[src/sv/etp_pkg.sv]
`timescale 1ns / 1ps

package etp_pkg;

    // value arithmetic wraps at this width
    localparam int VALUE_BITS = 32;
    // consumed character count saturates here
    localparam int COUNT_MAX  = 255;
    localparam int COUNT_W    = $clog2(COUNT_MAX + 1);
    localparam int FRAC_W     = 20;

    typedef logic [VALUE_BITS-1:0] t_value;
    typedef logic [COUNT_W-1:0]    t_count;

    localparam t_value SCALE_TEN  = t_value'(10);
    localparam t_value SCALE_KILO = t_value'(1000);
    localparam t_value SCALE_MEGA = t_value'(1000000);
    localparam t_count COUNT_LIM  = t_count'(COUNT_MAX);

    typedef enum logic [2:0] {
        MODE_IDLE,
        MODE_ZERO,
        MODE_DEC,
        MODE_HEXPFX,
        MODE_HEX,
        MODE_FRAC
    } t_mode;

    typedef struct packed {
        logic [7:0] char_in;
        logic       begin_token;
    } t_char_req;

    typedef struct packed {
        logic [31:0] number;
        logic        parse_ok;
        logic [7:0]  chars_used;
    } t_num_rsp;

    typedef struct packed {
        logic     valid;
        t_num_rsp rsp;
    } t_core_res;

endpackage

[src/sv/etp_in_reg.sv]
`timescale 1ns / 1ps

module etp_in_reg (
    input  logic              i_clk,
    input  logic              i_rst_n,
    input  logic              i_in_valid,
    output logic              o_in_stall,
    input  etp_pkg::t_char_req i_in_req,
    input  logic              i_take,
    output logic              o_item_valid,
    output etp_pkg::t_char_req o_item
);

    logic               r_valid;
    logic               n_valid;
    etp_pkg::t_char_req r_item;

    // hold a request only while the core cannot take it
    assign o_in_stall = r_valid & ~i_take;
    assign n_valid    = o_in_stall | i_in_valid;

    always_ff @(posedge i_clk) begin
        if (!i_rst_n) begin
            r_valid <= 1'b0;
        end else begin
            r_valid <= n_valid;
        end
    end

    always_ff @(posedge i_clk) begin
        if (!o_in_stall) begin
            r_item <= i_in_req;
        end
    end

    assign o_item_valid = r_valid;
    assign o_item       = r_item;

endmodule

[src/sv/etp_core.sv]
`timescale 1ns / 1ps

module etp_core (
    input  logic               i_clk,
    input  logic               i_rst_n,
    input  logic               i_step,
    input  etp_pkg::t_char_req i_item,
    output etp_pkg::t_core_res o_res
);

    localparam logic [7:0] CH_ZERO  = 8'h30;
    localparam logic [7:0] CH_NINE  = 8'h39;
    localparam logic [7:0] CH_UP_A  = 8'h41;
    localparam logic [7:0] CH_UP_Z  = 8'h5a;
    localparam logic [7:0] CH_A     = 8'h61;
    localparam logic [7:0] CH_F     = 8'h66;
    localparam logic [7:0] CH_H     = 8'h68;
    localparam logic [7:0] CH_K     = 8'h6b;
    localparam logic [7:0] CH_M     = 8'h6d;
    localparam logic [7:0] CH_X     = 8'h78;
    localparam logic [7:0] CASE_BIT = 8'h20;
    localparam logic [7:0] HEX_BIAS = 8'h57;

    // weight of the next fraction digit, highest decade first
    function automatic logic [etp_pkg::FRAC_W-1:0] frac_place(
        input logic       mega,
        input logic [2:0] digits
    );
        logic [etp_pkg::FRAC_W-1:0] place;
        place = '0;
        case ({mega, digits})
            4'b0000: place = 20'd100;
            4'b0001: place = 20'd10;
            4'b0010: place = 20'd1;
            4'b1000: place = 20'd100000;
            4'b1001: place = 20'd10000;
            4'b1010: place = 20'd1000;
            4'b1011: place = 20'd100;
            4'b1100: place = 20'd10;
            4'b1101: place = 20'd1;
            default: place = '0;
        endcase
        return place;
    endfunction

    etp_pkg::t_mode             r_mode;
    etp_pkg::t_mode             n_mode;
    etp_pkg::t_value            r_whole;
    etp_pkg::t_value            n_whole;
    logic [etp_pkg::FRAC_W-1:0] r_frac;
    logic [etp_pkg::FRAC_W-1:0] n_frac;
    logic [2:0]                 r_digits;
    logic [2:0]                 n_digits;
    logic                       r_mega;
    logic                       n_mega;
    etp_pkg::t_count            r_count;
    etp_pkg::t_count            n_count;

    logic [7:0] w_c;
    logic [7:0] w_lc;
    logic       w_begin;
    logic       w_is_dec;
    logic       w_is_zero;
    logic       w_is_hex;
    logic       w_is_xh;
    logic       w_is_km;
    logic [3:0] w_dec_d;
    logic [3:0] w_hex_d;
    logic       w_frac_room;
    etp_pkg::t_count            w_bump;
    etp_pkg::t_value            w_mul_ten;
    etp_pkg::t_value            w_mul_scale;
    logic [etp_pkg::FRAC_W-1:0] w_frac_add;
    etp_pkg::t_value            w_frac_sum;

    assign w_c       = i_item.char_in;
    assign w_begin   = i_item.begin_token;
    assign w_lc      = (w_c >= CH_UP_A && w_c <= CH_UP_Z) ? (w_c | CASE_BIT) : w_c;
    assign w_is_dec  = (w_c >= CH_ZERO) && (w_c <= CH_NINE);
    assign w_is_zero = (w_c == CH_ZERO);
    assign w_is_hex  = w_is_dec || ((w_lc >= CH_A) && (w_lc <= CH_F));
    assign w_is_xh   = (w_lc == CH_X) || (w_lc == CH_H);
    assign w_is_km   = (w_lc == CH_K) || (w_lc == CH_M);
    assign w_dec_d   = 4'(w_c - CH_ZERO);
    assign w_hex_d   = w_is_dec ? w_dec_d : 4'(w_lc - HEX_BIAS);

    assign w_frac_room = r_digits < (r_mega ? 3'd6 : 3'd3);
    assign w_bump      = (r_count < etp_pkg::COUNT_LIM) ? r_count + 1'b1 : r_count;
    assign w_mul_ten   = etp_pkg::t_value'(r_whole * etp_pkg::SCALE_TEN)
                       + etp_pkg::t_value'(w_dec_d);
    assign w_mul_scale = etp_pkg::t_value'(r_whole *
                         ((w_lc == CH_M) ? etp_pkg::SCALE_MEGA : etp_pkg::SCALE_KILO));
    assign w_frac_add  = etp_pkg::FRAC_W'(frac_place(r_mega, r_digits) * w_dec_d);
    // fraction is kept already scaled, so the missing decades are zero
    assign w_frac_sum  = r_whole + etp_pkg::t_value'(r_frac);

    // next state
    always_comb begin
        n_mode = r_mode;
        if (w_begin) begin
            if (w_is_zero) begin
                n_mode = etp_pkg::MODE_ZERO;
            end else if (w_is_xh) begin
                n_mode = etp_pkg::MODE_HEXPFX;
            end else if (w_is_dec) begin
                n_mode = etp_pkg::MODE_DEC;
            end else begin
                n_mode = etp_pkg::MODE_IDLE;
            end
        end else begin
            case (r_mode)
                etp_pkg::MODE_ZERO, etp_pkg::MODE_DEC: begin
                    if (r_mode == etp_pkg::MODE_ZERO && w_is_xh) begin
                        n_mode = etp_pkg::MODE_HEXPFX;
                    end else if (w_is_dec) begin
                        n_mode = etp_pkg::MODE_DEC;
                    end else if (w_is_km) begin
                        n_mode = etp_pkg::MODE_FRAC;
                    end else begin
                        n_mode = etp_pkg::MODE_IDLE;
                    end
                end
                etp_pkg::MODE_FRAC: begin
                    n_mode = w_is_dec ? etp_pkg::MODE_FRAC : etp_pkg::MODE_IDLE;
                end
                etp_pkg::MODE_HEXPFX, etp_pkg::MODE_HEX: begin
                    n_mode = w_is_hex ? etp_pkg::MODE_HEX : etp_pkg::MODE_IDLE;
                end
                default: n_mode = etp_pkg::MODE_IDLE;
            endcase
        end
    end

    // datapath and result
    always_comb begin
        n_whole  = r_whole;
        n_frac   = r_frac;
        n_digits = r_digits;
        n_mega   = r_mega;
        n_count  = r_count;
        o_res    = '0;
        if (w_begin) begin
            n_frac   = '0;
            n_digits = '0;
            n_mega   = 1'b0;
            n_whole  = '0;
            if (w_is_dec || w_is_xh) begin
                n_count = etp_pkg::t_count'(1);
                if (w_is_dec) begin
                    n_whole = etp_pkg::t_value'(w_dec_d);
                end
            end else begin
                n_count   = '0;
                o_res.valid = 1'b1;
            end
        end else begin
            case (r_mode)
                etp_pkg::MODE_ZERO, etp_pkg::MODE_DEC: begin
                    if (r_mode == etp_pkg::MODE_ZERO && w_is_xh) begin
                        n_count = w_bump;
                    end else if (w_is_dec) begin
                        n_whole = w_mul_ten;
                        n_count = w_bump;
                    end else if (w_is_km) begin
                        n_mega   = (w_lc == CH_M);
                        n_whole  = w_mul_scale;
                        n_frac   = '0;
                        n_digits = '0;
                        n_count  = w_bump;
                    end else begin
                        o_res.valid        = 1'b1;
                        o_res.rsp.number   = 32'(r_whole);
                        o_res.rsp.parse_ok = 1'b1;
                        o_res.rsp.chars_used = 8'(r_count);
                    end
                end
                etp_pkg::MODE_FRAC: begin
                    if (w_is_dec) begin
                        if (w_frac_room) begin
                            n_frac   = r_frac + w_frac_add;
                            n_digits = r_digits + 3'd1;
                        end
                        n_count = w_bump;
                    end else begin
                        o_res.valid        = 1'b1;
                        o_res.rsp.number   = 32'(w_frac_sum);
                        o_res.rsp.parse_ok = 1'b1;
                        o_res.rsp.chars_used = 8'(r_count);
                    end
                end
                etp_pkg::MODE_HEXPFX: begin
                    if (w_is_hex) begin
                        n_whole = etp_pkg::t_value'(w_hex_d);
                        n_count = w_bump;
                    end else begin
                        o_res.valid          = 1'b1;
                        o_res.rsp.chars_used = 8'(r_count);
                    end
                end
                etp_pkg::MODE_HEX: begin
                    if (w_is_hex) begin
                        n_whole = {r_whole[etp_pkg::VALUE_BITS-5:0], w_hex_d};
                        n_count = w_bump;
                    end else begin
                        o_res.valid        = 1'b1;
                        o_res.rsp.number   = 32'(r_whole);
                        o_res.rsp.parse_ok = 1'b1;
                        o_res.rsp.chars_used = 8'(r_count);
                    end
                end
                default: begin
                    n_whole = r_whole;
                end
            endcase
        end
        if (!i_step) begin
            o_res.valid = 1'b0;
        end
    end

    always_ff @(posedge i_clk) begin
        if (!i_rst_n) begin
            r_mode <= etp_pkg::MODE_IDLE;
        end else if (i_step) begin
            r_mode <= n_mode;
        end
    end

    always_ff @(posedge i_clk) begin
        if (i_step) begin
            r_whole  <= n_whole;
            r_frac   <= n_frac;
            r_digits <= n_digits;
            r_mega   <= n_mega;
            r_count  <= n_count;
        end
    end

endmodule

[src/sv/etp_out_reg.sv]
`timescale 1ns / 1ps

module etp_out_reg (
    input  logic               i_clk,
    input  logic               i_rst_n,
    input  etp_pkg::t_core_res i_res,
    output logic               o_ready,
    output logic               o_out_valid,
    input  logic               i_out_stall,
    output etp_pkg::t_num_rsp  o_out_rsp
);

    logic              r_valid;
    logic              n_valid;
    etp_pkg::t_num_rsp r_rsp;

    // free, or being drained at this edge
    assign o_ready = ~r_valid | ~i_out_stall;
    assign n_valid = o_ready ? i_res.valid : r_valid;

    always_ff @(posedge i_clk) begin
        if (!i_rst_n) begin
            r_valid <= 1'b0;
        end else begin
            r_valid <= n_valid;
        end
    end

    always_ff @(posedge i_clk) begin
        if (o_ready && i_res.valid) begin
            r_rsp <= i_res.rsp;
        end
    end

    assign o_out_valid = r_valid;
    assign o_out_rsp   = r_rsp;

endmodule

[src/sv/engineering_uint_text_parser_unit.sv]
`timescale 1ns / 1ps

// channel  | direction | handshake               | payload
// ---------+-----------+-------------------------+------------------------------
// in       | input     | i_in_valid / o_in_stall | i_in_req  (char_in, begin_token)
// out      | output    | o_out_valid/ i_out_stall| o_out_rsp (number, parse_ok,
//          |           |                         |            chars_used)
//
// one character per cycle while o_in_stall is low; a request is registered in
// the input register, then the parse step and its result register take it
// once the output register is ready, and the result leaves from that register
// i_rst_n is synchronous, active low, and returns the parser to no open token
// an output stall holds the result register and, once the input register is
// full too, raises o_in_stall in the same cycle

module engineering_uint_text_parser_unit (
    input  logic               i_clk,
    input  logic               i_rst_n,
    input  logic               i_in_valid,
    output logic               o_in_stall,
    input  etp_pkg::t_char_req i_in_req,
    output logic               o_out_valid,
    input  logic               i_out_stall,
    output etp_pkg::t_num_rsp  o_out_rsp
);

    logic               w_item_valid;
    etp_pkg::t_char_req w_item;
    logic               w_out_ready;
    logic               w_step;
    etp_pkg::t_core_res w_res;

    assign w_step = w_item_valid & w_out_ready;

    etp_in_reg u_in_reg (
        .i_clk        (i_clk),
        .i_rst_n      (i_rst_n),
        .i_in_valid   (i_in_valid),
        .o_in_stall   (o_in_stall),
        .i_in_req     (i_in_req),
        .i_take       (w_out_ready),
        .o_item_valid (w_item_valid),
        .o_item       (w_item)
    );

    etp_core u_core (
        .i_clk   (i_clk),
        .i_rst_n (i_rst_n),
        .i_step  (w_step),
        .i_item  (w_item),
        .o_res   (w_res)
    );

    etp_out_reg u_out_reg (
        .i_clk       (i_clk),
        .i_rst_n     (i_rst_n),
        .i_res       (w_res),
        .o_ready     (w_out_ready),
        .o_out_valid (o_out_valid),
        .i_out_stall (i_out_stall),
        .o_out_rsp   (o_out_rsp)
    );

`ifndef SYNTHESIS
    a_fail_is_zero: assert property (@(posedge i_clk) disable iff (!i_rst_n)
        (o_out_valid && !o_out_rsp.parse_ok) |-> (o_out_rsp.number == 32'd0))
        else $error("failed parse carries a nonzero number");

    a_ok_has_chars: assert property (@(posedge i_clk) disable iff (!i_rst_n)
        (o_out_valid && o_out_rsp.parse_ok) |-> (o_out_rsp.chars_used != 8'd0))
        else $error("successful parse with no characters used");

    a_stall_needs_item: assert property (@(posedge i_clk) disable iff (!i_rst_n)
        o_in_stall |-> (w_item_valid && !w_out_ready))
        else $error("input stalled without a blocked request");

    a_result_lands: assert property (@(posedge i_clk) disable iff (!i_rst_n)
        (w_step && w_res.valid) |=> o_out_valid)
        else $error("result lost after a parse step");
`endif

endmodule
[config.mk]
export PLATFORM = sky130hd
export DESIGN_NAME = engineering_uint_text_parser_unit
export DESIGN_NICKNAME = d
export VERILOG_FILES = /design/src/sv/etp_pkg.sv /design/src/sv/etp_in_reg.sv /design/src/sv/etp_core.sv /design/src/sv/etp_out_reg.sv /design/src/sv/engineering_uint_text_parser_unit.sv
export SDC_FILE = /design/constraint.sdc
export NUM_CORES = 1
export LEC_CHECK = 0
export BUFFER_PORTS_ARGS = -buffer_cell sky130_fd_sc_hd__buf_2
export CORE_UTILIZATION = 40
export CTS_CLUSTER_SIZE = 40
export DETAILED_ROUTE_END_ITERATION = 8
export PLACE_DENSITY = 0.59
export REMOVE_ABC_BUFFERS = 1
export SYNTH_ARGS = -nofsm -noshare
export SYNTH_HDL_FRONTEND = slang
export SYNTH_SLANG_ARGS = --single-unit
export TNS_END_PERCENT = 30
[constraint.sdc]
create_clock -name i_clk -period 21.3 [get_ports i_clk]
set_input_delay 0 -clock i_clk [delete_from_list [all_inputs] [get_ports i_clk]]
set_output_delay 0 -clock i_clk [all_outputs]
set_load 0.05 [all_outputs]
==> results of run 1 <==
metrics by stage:
step / worst slack (ps) / instances / hold WS (ps) / utilization
CTS: 13240 / 2743 / 16.89 / 0.4422
finish: 13240 / 2743 / 43.51 / 0.4422
global route: 12360 / 2743 / 73.57 / 0.4422
detailed placement: 13260 / 2698 / 183.7 / 0.4278
floorplan: 13510 / 2018 / 98.87 / -
global placement: 13420 / 2698 / 179.4 / 0.4278
path summary, 6_finish.rpt:
check | from | end | slack, ps | depth (start not counted)
max | u_in_reg.o_item[2] | u_core.r_whole[29] | 13240 | 27
min | i_out_stall | u_core.r_mode[0] | 40 | 5
max reg2reg | u_in_reg.o_item[2] | u_core.r_whole[29] | 13240 | 27
min reg2reg | u_core.r_count[6] | u_out_reg.o_out_rsp[6] | 620 | 1
per-layer routing:
| layer | vias up | global-route usage |
|---|---|---|
| met5 | - | 0 |
| li1 | 7288 | - |
| met3 | 66 | 0.02762 |
| met4 | 0 | 0.07151 |
| met1 | 7386 | 0.2630 |
| met2 | 297 | 0.3650 |
kinds of logic after synthesis:
family | synth area share
flip-flops | 0.1839
buffers and inverters | 0.06973
XOR/XNOR | 0.06307
AND/OR/NAND/NOR | 0.1559
adder cells (fa/ha/maj) | 0.3908
multiplexers | 0.001567
AO/OA/AOI/OAI | 0.1350
synthesized netlist by cell type (18+ instances only):
cell	number
ha_1	301
inv_1	282
fa_1	186
nand2_1	155
nor2_1	155
a21oi_1	114
edfxtp_1	114
xnor2_1	96
o21ai_0	68
clkbuf_1	62
and2_1	54
nand3_1	50
xor2_1	42
nor3_1	38
a21o_1	33
a211oi_1	21
a22oi_1	21
and3_1	20
nand4_1	18
nor2b_1	18
or3_1	18
cell usage in the layout (no fill, tap or decap), drive strengths merged, types with 14 or more instances in the layout:
cell type,synthesis,layout
ha,301,301
inv,282,283
fa,186,186
nand2,155,155
nor2,155,155
a21oi,117,117
edfxtp,114,114
xnor2,96,96
o21ai,73,73
buf,11,73
and2,54,54
nand3,50,50
xor2,42,42
nor3,40,40
a21o,33,33
a211oi,22,22
a22oi,22,22
and3,21,21
clkbuf,62,21
nand4,20,20
or3,19,19
nor2b,18,18
o211ai,17,17
nand2b,16,16
a31oi,14,14
worst register-to-register path, delay by kind of cell (launching register included):
kind	cells	cell delay [ps]
adder cells (fa/ha/maj)	9	3590
AO/OA/AOI/OAI	5	1500
buffers and inverters	5	990
AND/OR/NAND/NOR	7	930
flip-flops	1	650
XOR/XNOR	1	120
flip-flops by register name, summed over array words and instances (netlist names):
name                   count
u_core.r_digits            3
u_out_reg.o_out_rsp       41
u_core.r_whole            32
u_core.r_mega              1
u_core.r_count             8
u_out_reg.o_out_valid      1
u_core.r_frac             20
u_in_reg.o_item            9
u_in_reg.o_item_valid      1
u_core.r_mode              3
area by class of cell:
cell class / instances / area share
Multi-Input combinational cell: 1617 / 0.6905
Sequential cell: 119 / 0.1697
Inverter: 282 / 0.05099
Tap cell: 607 / 0.03658
Timing Repair Buffer: 86 / 0.02604
Clock buffer: 21 / 0.02122
Clock inverter: 11 / 0.004942
repair_timing:
item                                    4_1_cts  5_1_grt
setup buffers                                 0        0
endpoints found under the setup margin        0        0
hold buffers                                 13        0
hold endpoints to repair                     14        0
gates resized for setup                       0        0
==> qor.csv, run 1 <==
metric;value;unit
rsz0062_at_grt;no;
overflow;0;
max_freq;124.1;MHz
hpwl;38880;um
synth_cells;2091;
placed_area;0.02009;sq mm
wl_met3;1854;um
syn_avg_cell_area;9.165;sq um
ys_dominant_reg_cell;edfxtp_1;
grt_max_degree;49;
clkSinkCount;119;
slowest_stage;edfxtp_1;
cp_common_cell;fa_1;
clk_latency;450;ps
routedWlPerCell;17.93;um
cpPeakStageDelay;650;ps
cts_tree;done;
arrival;8230;ps
period_minus_slack;8057;ps
drt_iter0_markers;891;
syn_area;0.01916;sq mm
first_global_vias;15470;
vias_per_cell;5.482;
fin_crit_sh;0.3783;
start_util;0.4082;
synth_cell_types;86;
hp-class;in2reg;
fp.coreArea;0.04695;sq mm
ant_nets;0;
tns;0;ps
critPathMaxFanout;44;
fin_area;0.02076;sq mm
cp-end-kind;flop;
fillers;4493;
regArea;0.003523;sq mm
synthArstFlopShare;0;
wl_met1;21670;um
top_layer;met4;
grt_usage;0.2083;
synth.top_cell.area_share;0.1965;
synth-seq-cells;119;
numCtsBuffers;17;
synth_area_leaders;ha_1 20%, fa_1 19%, edfxtp_1 18%;
crit_required;21480;ps
route.detailed.drc;0;
die-area;0.04879;sq mm
n_antenna_cell;0;
fp.dieW;220.9;um
relSlewSlack;0.2086;
fp-row-count;79;
vias;15037;
crit_family;adder cells;
finalNetCount;2623;
io_buffers;55;
multiInputGateArea;0.01434;sq mm
drive_gt1_frac;0.06414;
hold_violations;0;
antenna_found_initial;0;
worst_pin_slew;1184;ps
die_h;220.9;um
clkTransAtPathRegs;60;ps
wl;49190;um
place.gp.congestion;0.8692;
ys_warn_count;0;
wl_met2;24320;um
areaGrowthSynthToFinish;8.331;%
dr.pass1.iters;7;
maxCapViolCount;0;
cts_root_buf;clkbuf_16;
synth_area_leader_cell;ha_1;
synth_edf_count;114;
grt_pass1_wl;80650;um
worstSetupStartpointType;flop;
status;finished clean;
h-tree-depth;4;
finalMaxSlewViolations;0;
synth_seq_area_share;0.1839;
num_io_pins;56;
finalSetupViolCount;0;
skew;11.57;ps
path_buf_inv;5;
critPathKind;reg2reg;
clk_path_buf_depth;2;
Power of run 1 is left out: the tool's default activity adds up to more than one toggle a clock period on the data nets, which glitch-free logic cannot reach.
==> run 2, diff against run 1 <==
Settings changed: ABC_AREA set to 1.
Clock period 21.3 ns to 8.09 ns, I/O delays scaled along.
==> qor.csv, run 2 <==
metric;value;unit
status;finished clean;
maxCapViolCount;0;
place.gp.congestion;0.9749;
skew;10.90;ps
clk_path_buf_depth;2;
grt_max_degree;42;
cp-end-kind;flop;
fin_ws;392.0;ps
wl_met3;3422;um
ant_nets;0;
slowest_stage;fa_1;
largest_register_ffs;41;
drive_gt1_frac;0.07540;
route.detailed.drc;0;
first_global_vias;17032;
top_layer;met4;
tns;0;ps
relSlewSlack;0.1895;
synth_cells;2541;
grt_usage;0.2528;
ys_warn_count;0;
critPathKind;reg2reg;
ys_dominant_reg_cell;edfxtp_1;
areaGrowthSynthToFinish;9.875;%
clkTransAtPathRegs;60;ps
max_freq;129.9;MHz
critPathMaxFanout;9;
synth_seq_area_share;0.1778;
num_io_pins;56;
vias;17342;
numCtsBuffers;17;
start_util;0.4048;
cp_common_cell;nand2_1;
die-area;0.05044;sq mm
crit_required;8300;ps
synth-seq-cells;119;
synth_cell_types;61;
final_cell_mix;497 x inv_1, 485 x nand2_1, 301 x ha_1;
drt_iter0_markers;1354;
synth_common_cells;498 x inv_1, 485 x nand2_1, 301 x ha_1, 220 x nor2_1, 186 x fa_1;
fp.coreArea;0.04895;sq mm
h-tree-depth;4;
synth.top_cell.area_share;0.1900;
clkSinkCount;119;
die_h;224.6;um
antenna_found_initial;1;
fin_util;0.4448;
fp.dieW;224.6;um
cts_root_buf;clkbuf_16;
io_buffers;55;
fillers;4928;
dr.pass1.iters;5;
stdcell_count;3290;
pre_cts_ws;-18.69;ps
fin_crit_sh;0.9515;
synth_most_common_cell;inv_1;
period_minus_slack;7698;ps
cpPeakStageDelay;540;ps
clk_latency;460;ps
cts_tree;done;
syn_area;0.01982;sq mm
wl_met1;27910;um
worst_pin_slew;1206;ps
wl;62840;um
finalNetCount;3113;
hpwl;52040;um
synth_area_leaders;ha_1 19%, fa_1 19%, edfxtp_1 17%;
synth_area_leader_cell;ha_1;
grt_pass1_wl;96100;um
n_antenna_cell;0;
hp-class;in2reg;
synth_edf_count;114;
synthArstFlopShare;0;
syn_avg_cell_area;7.799;sq um
dp.cells;3243;
overflow;0;
vias_per_cell;5.271;
routedWlPerCell;19.10;um
finalMaxSlewViolations;0;
fp-row-count;81;
arrival;7910;ps
wl_met2;29360;um
finalSetupViolCount;0;
mostFrequentLayoutCell;inv_1;
hold_violations;0;
worstSetupStartpointType;flop;
## run 2: changes by cell type in the layout (fill, tap and decap cells not counted), sizes merged, moves of 50 or more
cell / before / now
nand3: 50 / 111
inv: 283 / 516
nor2: 155 / 234
xnor2: 96 / 20
o21ai: 73 / 147
nand2: 155 / 492
and2: 54 / 4
## run 2: cell families (layout without fill, tap and decap cells)
kind of cell,after synthesis,in the layout,share of synthesized area
buf+inv,547,632,0.1041
flops,119,119,0.1778
compound gates,392,392,0.1121
xor+xnor,57,57,0.02557
simple gates,939,939,0.2024
fa+ha+maj,487,487,0.3780
## run 2: final timing paths
kind	cells past startpoint	startpoint	endpoint	slack (ps)
setup reg to reg	34	u_in_reg.o_item[1]	u_core.r_whole[31]	390
setup / recovery	34	u_in_reg.o_item[1]	u_core.r_whole[31]	390
hold / removal	2	i_in_req[5]	u_in_reg.o_item[5]	260
hold reg to reg	2	u_out_reg.o_out_valid	u_out_reg.o_out_valid	520
## run 2: worst max-delay path, delay by kind of cell, from the launching register on
kind            cells  cell delay, ps
buf+inv             8             890
simple gates       15            1730
fa+ha+maj           9            4050
flops               1             460
compound gates      2             320
## run 2: layout make-up
type                       instances  area, sq um  area share
tap                              664        830.8     0.03816
clock buffer                      18        429.2     0.01971
clock inverter                    14        163.9    0.007528
sequential                       119         3523      0.1618
inverter                         509         1911     0.08775
multi-input combinational       1875        14320      0.6576
timing repair buffer              91        596.8     0.02741
## run 2: timing repair
action,CTS,global route
endpoints found under the setup margin,1,6
endpoints found under the hold margin,14,0
buffers inserted,0,1
hold buffers,14,0
gates resized for setup,1,17
pin swaps,0,1
cloned,0,0
## run 2: through the flow
stage | hold WS (ps) | cell area (sq um)
after detailed placement | 178.5 | 20970
after global routing | 261.0 | 21770
after floorplan | 98.87 | 19660
after global placement | 177.7 | 20970
final | 257.2 | 21770
after CTS | 232.8 | 21710
## run 2: routing by layer
| metal | global-route usage | up-vias |
|---|---|---|
| met5 | 0 | - |
| met4 | 0.08844 | 0 |
| met3 | 0.03331 | 100 |
| met2 | 0.4169 | 548 |
| met1 | 0.3397 | 8291 |
| li1 | - | 8403 |
Power of run 2 is left out for the same reason.
==> run 3, diff against run 2 <==
--- a/config.mk
+++ b/config.mk
@@ -8,4 +8,5 @@
 export ABC_AREA = 1
 export BUFFER_PORTS_ARGS = -buffer_cell sky130_fd_sc_hd__buf_2
+export CORE_MARGIN = 4
 export CORE_UTILIZATION = 40
 export CTS_CLUSTER_SIZE = 40
==> constraint.sdc (replaced) <==
create_clock -name i_clk -period 8.09 [get_ports i_clk]
set_input_delay 0.809 -clock i_clk [delete_from_list [all_inputs] [get_ports i_clk]]
set_output_delay 0.809 -clock i_clk [all_outputs]
set_load 0.05 [all_outputs]
==> qor.csv, run 3 (synthesis gave the netlist of run 2 again) <==
metric;value;unit
cp-end-kind;flop;
numCtsBuffers;17;
skew;17.09;ps
final_cell_mix;497 x inv_1, 485 x nand2_1, 301 x ha_1;
critPathMaxFanout;12;
hp-class;reg2reg;
status;finished clean;
crit_family;adder cells;
wl;62910;um
h-tree-depth;4;
critPathKind;reg2reg;
path_buf_inv;7;
cpPeakStageDelay;550;ps
die_h;230.6;um
crit_required;8300;ps
fp.coreArea;0.04895;sq mm
fp-row-count;81;
io_buffers;55;
clkSinkCount;119;
n_antenna_cell;0;
cts-hold-fix-buffers;0;
clkTransAtPathRegs;60;ps
worstSetupStartpointType;flop;
max_freq;129.2;MHz
start_util;0.4048;
num_io_pins;56;
clk_path_buf_depth;2;
grt_max_degree;47;
grt_pass1_wl;98060;um
clk_latency;460;ps
period_minus_slack;7742;ps
arrival;7950;ps
cp_common_cell;nand2_1;
route.detailed.drc;0;
hpwl;52760;um
rsz0062_at_grt;yes;
maxCapViolCount;0;
finalSetupViolCount;0;
largest_register_ffs;41;
hold_violations;0;
die-area;0.05317;sq mm
slowest_stage;fa_1;
ant_nets;0;
dr.pass1.iters;6;
cts_tree;done;
drt_iter0_markers;1402;
vias_per_cell;5.238;
fin_util;0.4434;
fp.dieW;230.6;um
finalMaxSlewViolations;0;
areaGrowthSynthToFinish;9.521;%
fin_area;0.02170;sq mm
fin_crit_sh;0.9569;
antenna_found_initial;0;
finalNetCount;3108;
placed_area;0.02102;sq mm
worst_pin_slew;1107;ps
routedWlPerCell;19.15;um
drive_gt1_frac;0.07593;
place.gp.congestion;0.9572;
grt_usage;0.2383;
mostFrequentLayoutCell;inv_1;
overflow;0;
first_global_vias;17503;
relSlewSlack;0.2622;
cts_root_buf;clkbuf_16;
r2r_slack;350;ps
vias;17207;
run 3: changes by cell type in the layout (fill, tap and decap cells not counted), moves of 2 or more:
cell           previous run  this run
clkinv_4                  1         3
inv_8                     2         0
clkinvlp_4                2         0
dlygate4sd3_1            14         0
bufinv_16                 2         5
buf_4                    20        31
nor4_1                    6         8
nor2_1                  208       211
nor2_2                   22        19
inv_6                     6         4
run 3: metal layers:
layer	GRT usage	part of all wire
met1	0.3206	0.45
met2	0.3891	0.46
met4	0.08677	0.037
met3	0.03813	0.052
met5	0	0
run 3: worst register-to-register path: cells and delay by family, from the launching register on:
kind                       cells  cell delay [ps]
AOI/OAI and AO/OA              2              390
buffers and inverters          7              770
adders and majority gates      9             3760
DFF                            1              450
and+or+nand+nor               18             2110
run 3: repair_timing:
action / 4_1_cts / 5_1_grt
resized for setup: 0 / 8
hold endpoints to repair: 0 / 0
setup buffers: 0 / 1
setup endpoints to repair: 0 / 8
run 3: layout make-up:
type                    count  area [sq um]
clock buffers              19         432.9
clock inverters            13         216.5
fillers                  5006         27250
inverters                 509          1911
multi-input cells        1875         14280
flip-flops and latches    119          3523
well taps                 664         830.8
repair buffers             86         508.0
run 3: final timing paths:
kind | cells after the start | to | start
setup reg to reg | 36 | u_core.r_whole[31] | u_in_reg.o_item[1]
setup / recovery | 36 | u_core.r_whole[31] | u_in_reg.o_item[1]
hold / removal | 2 | u_core.r_mode[2] | u_core.r_mode[2]
hold reg to reg | 2 | u_core.r_mode[2] | u_core.r_mode[2]
run 3: per-stage QoR:
stage	setup TNS [ps]	std cells	hold slack, ps	setup slack [ps]
detailed placement	0	3252	497.6	105.9
global route	-89.32	3285	521.3	-89.32
floorplan	0	2503	454.7	248.9
global placement	0	3252	472.0	246.6
CTS	0	3284	506.7	49.71
finish	0	3285	496.6	348.4
Power of run 3 is left out for the same reason.
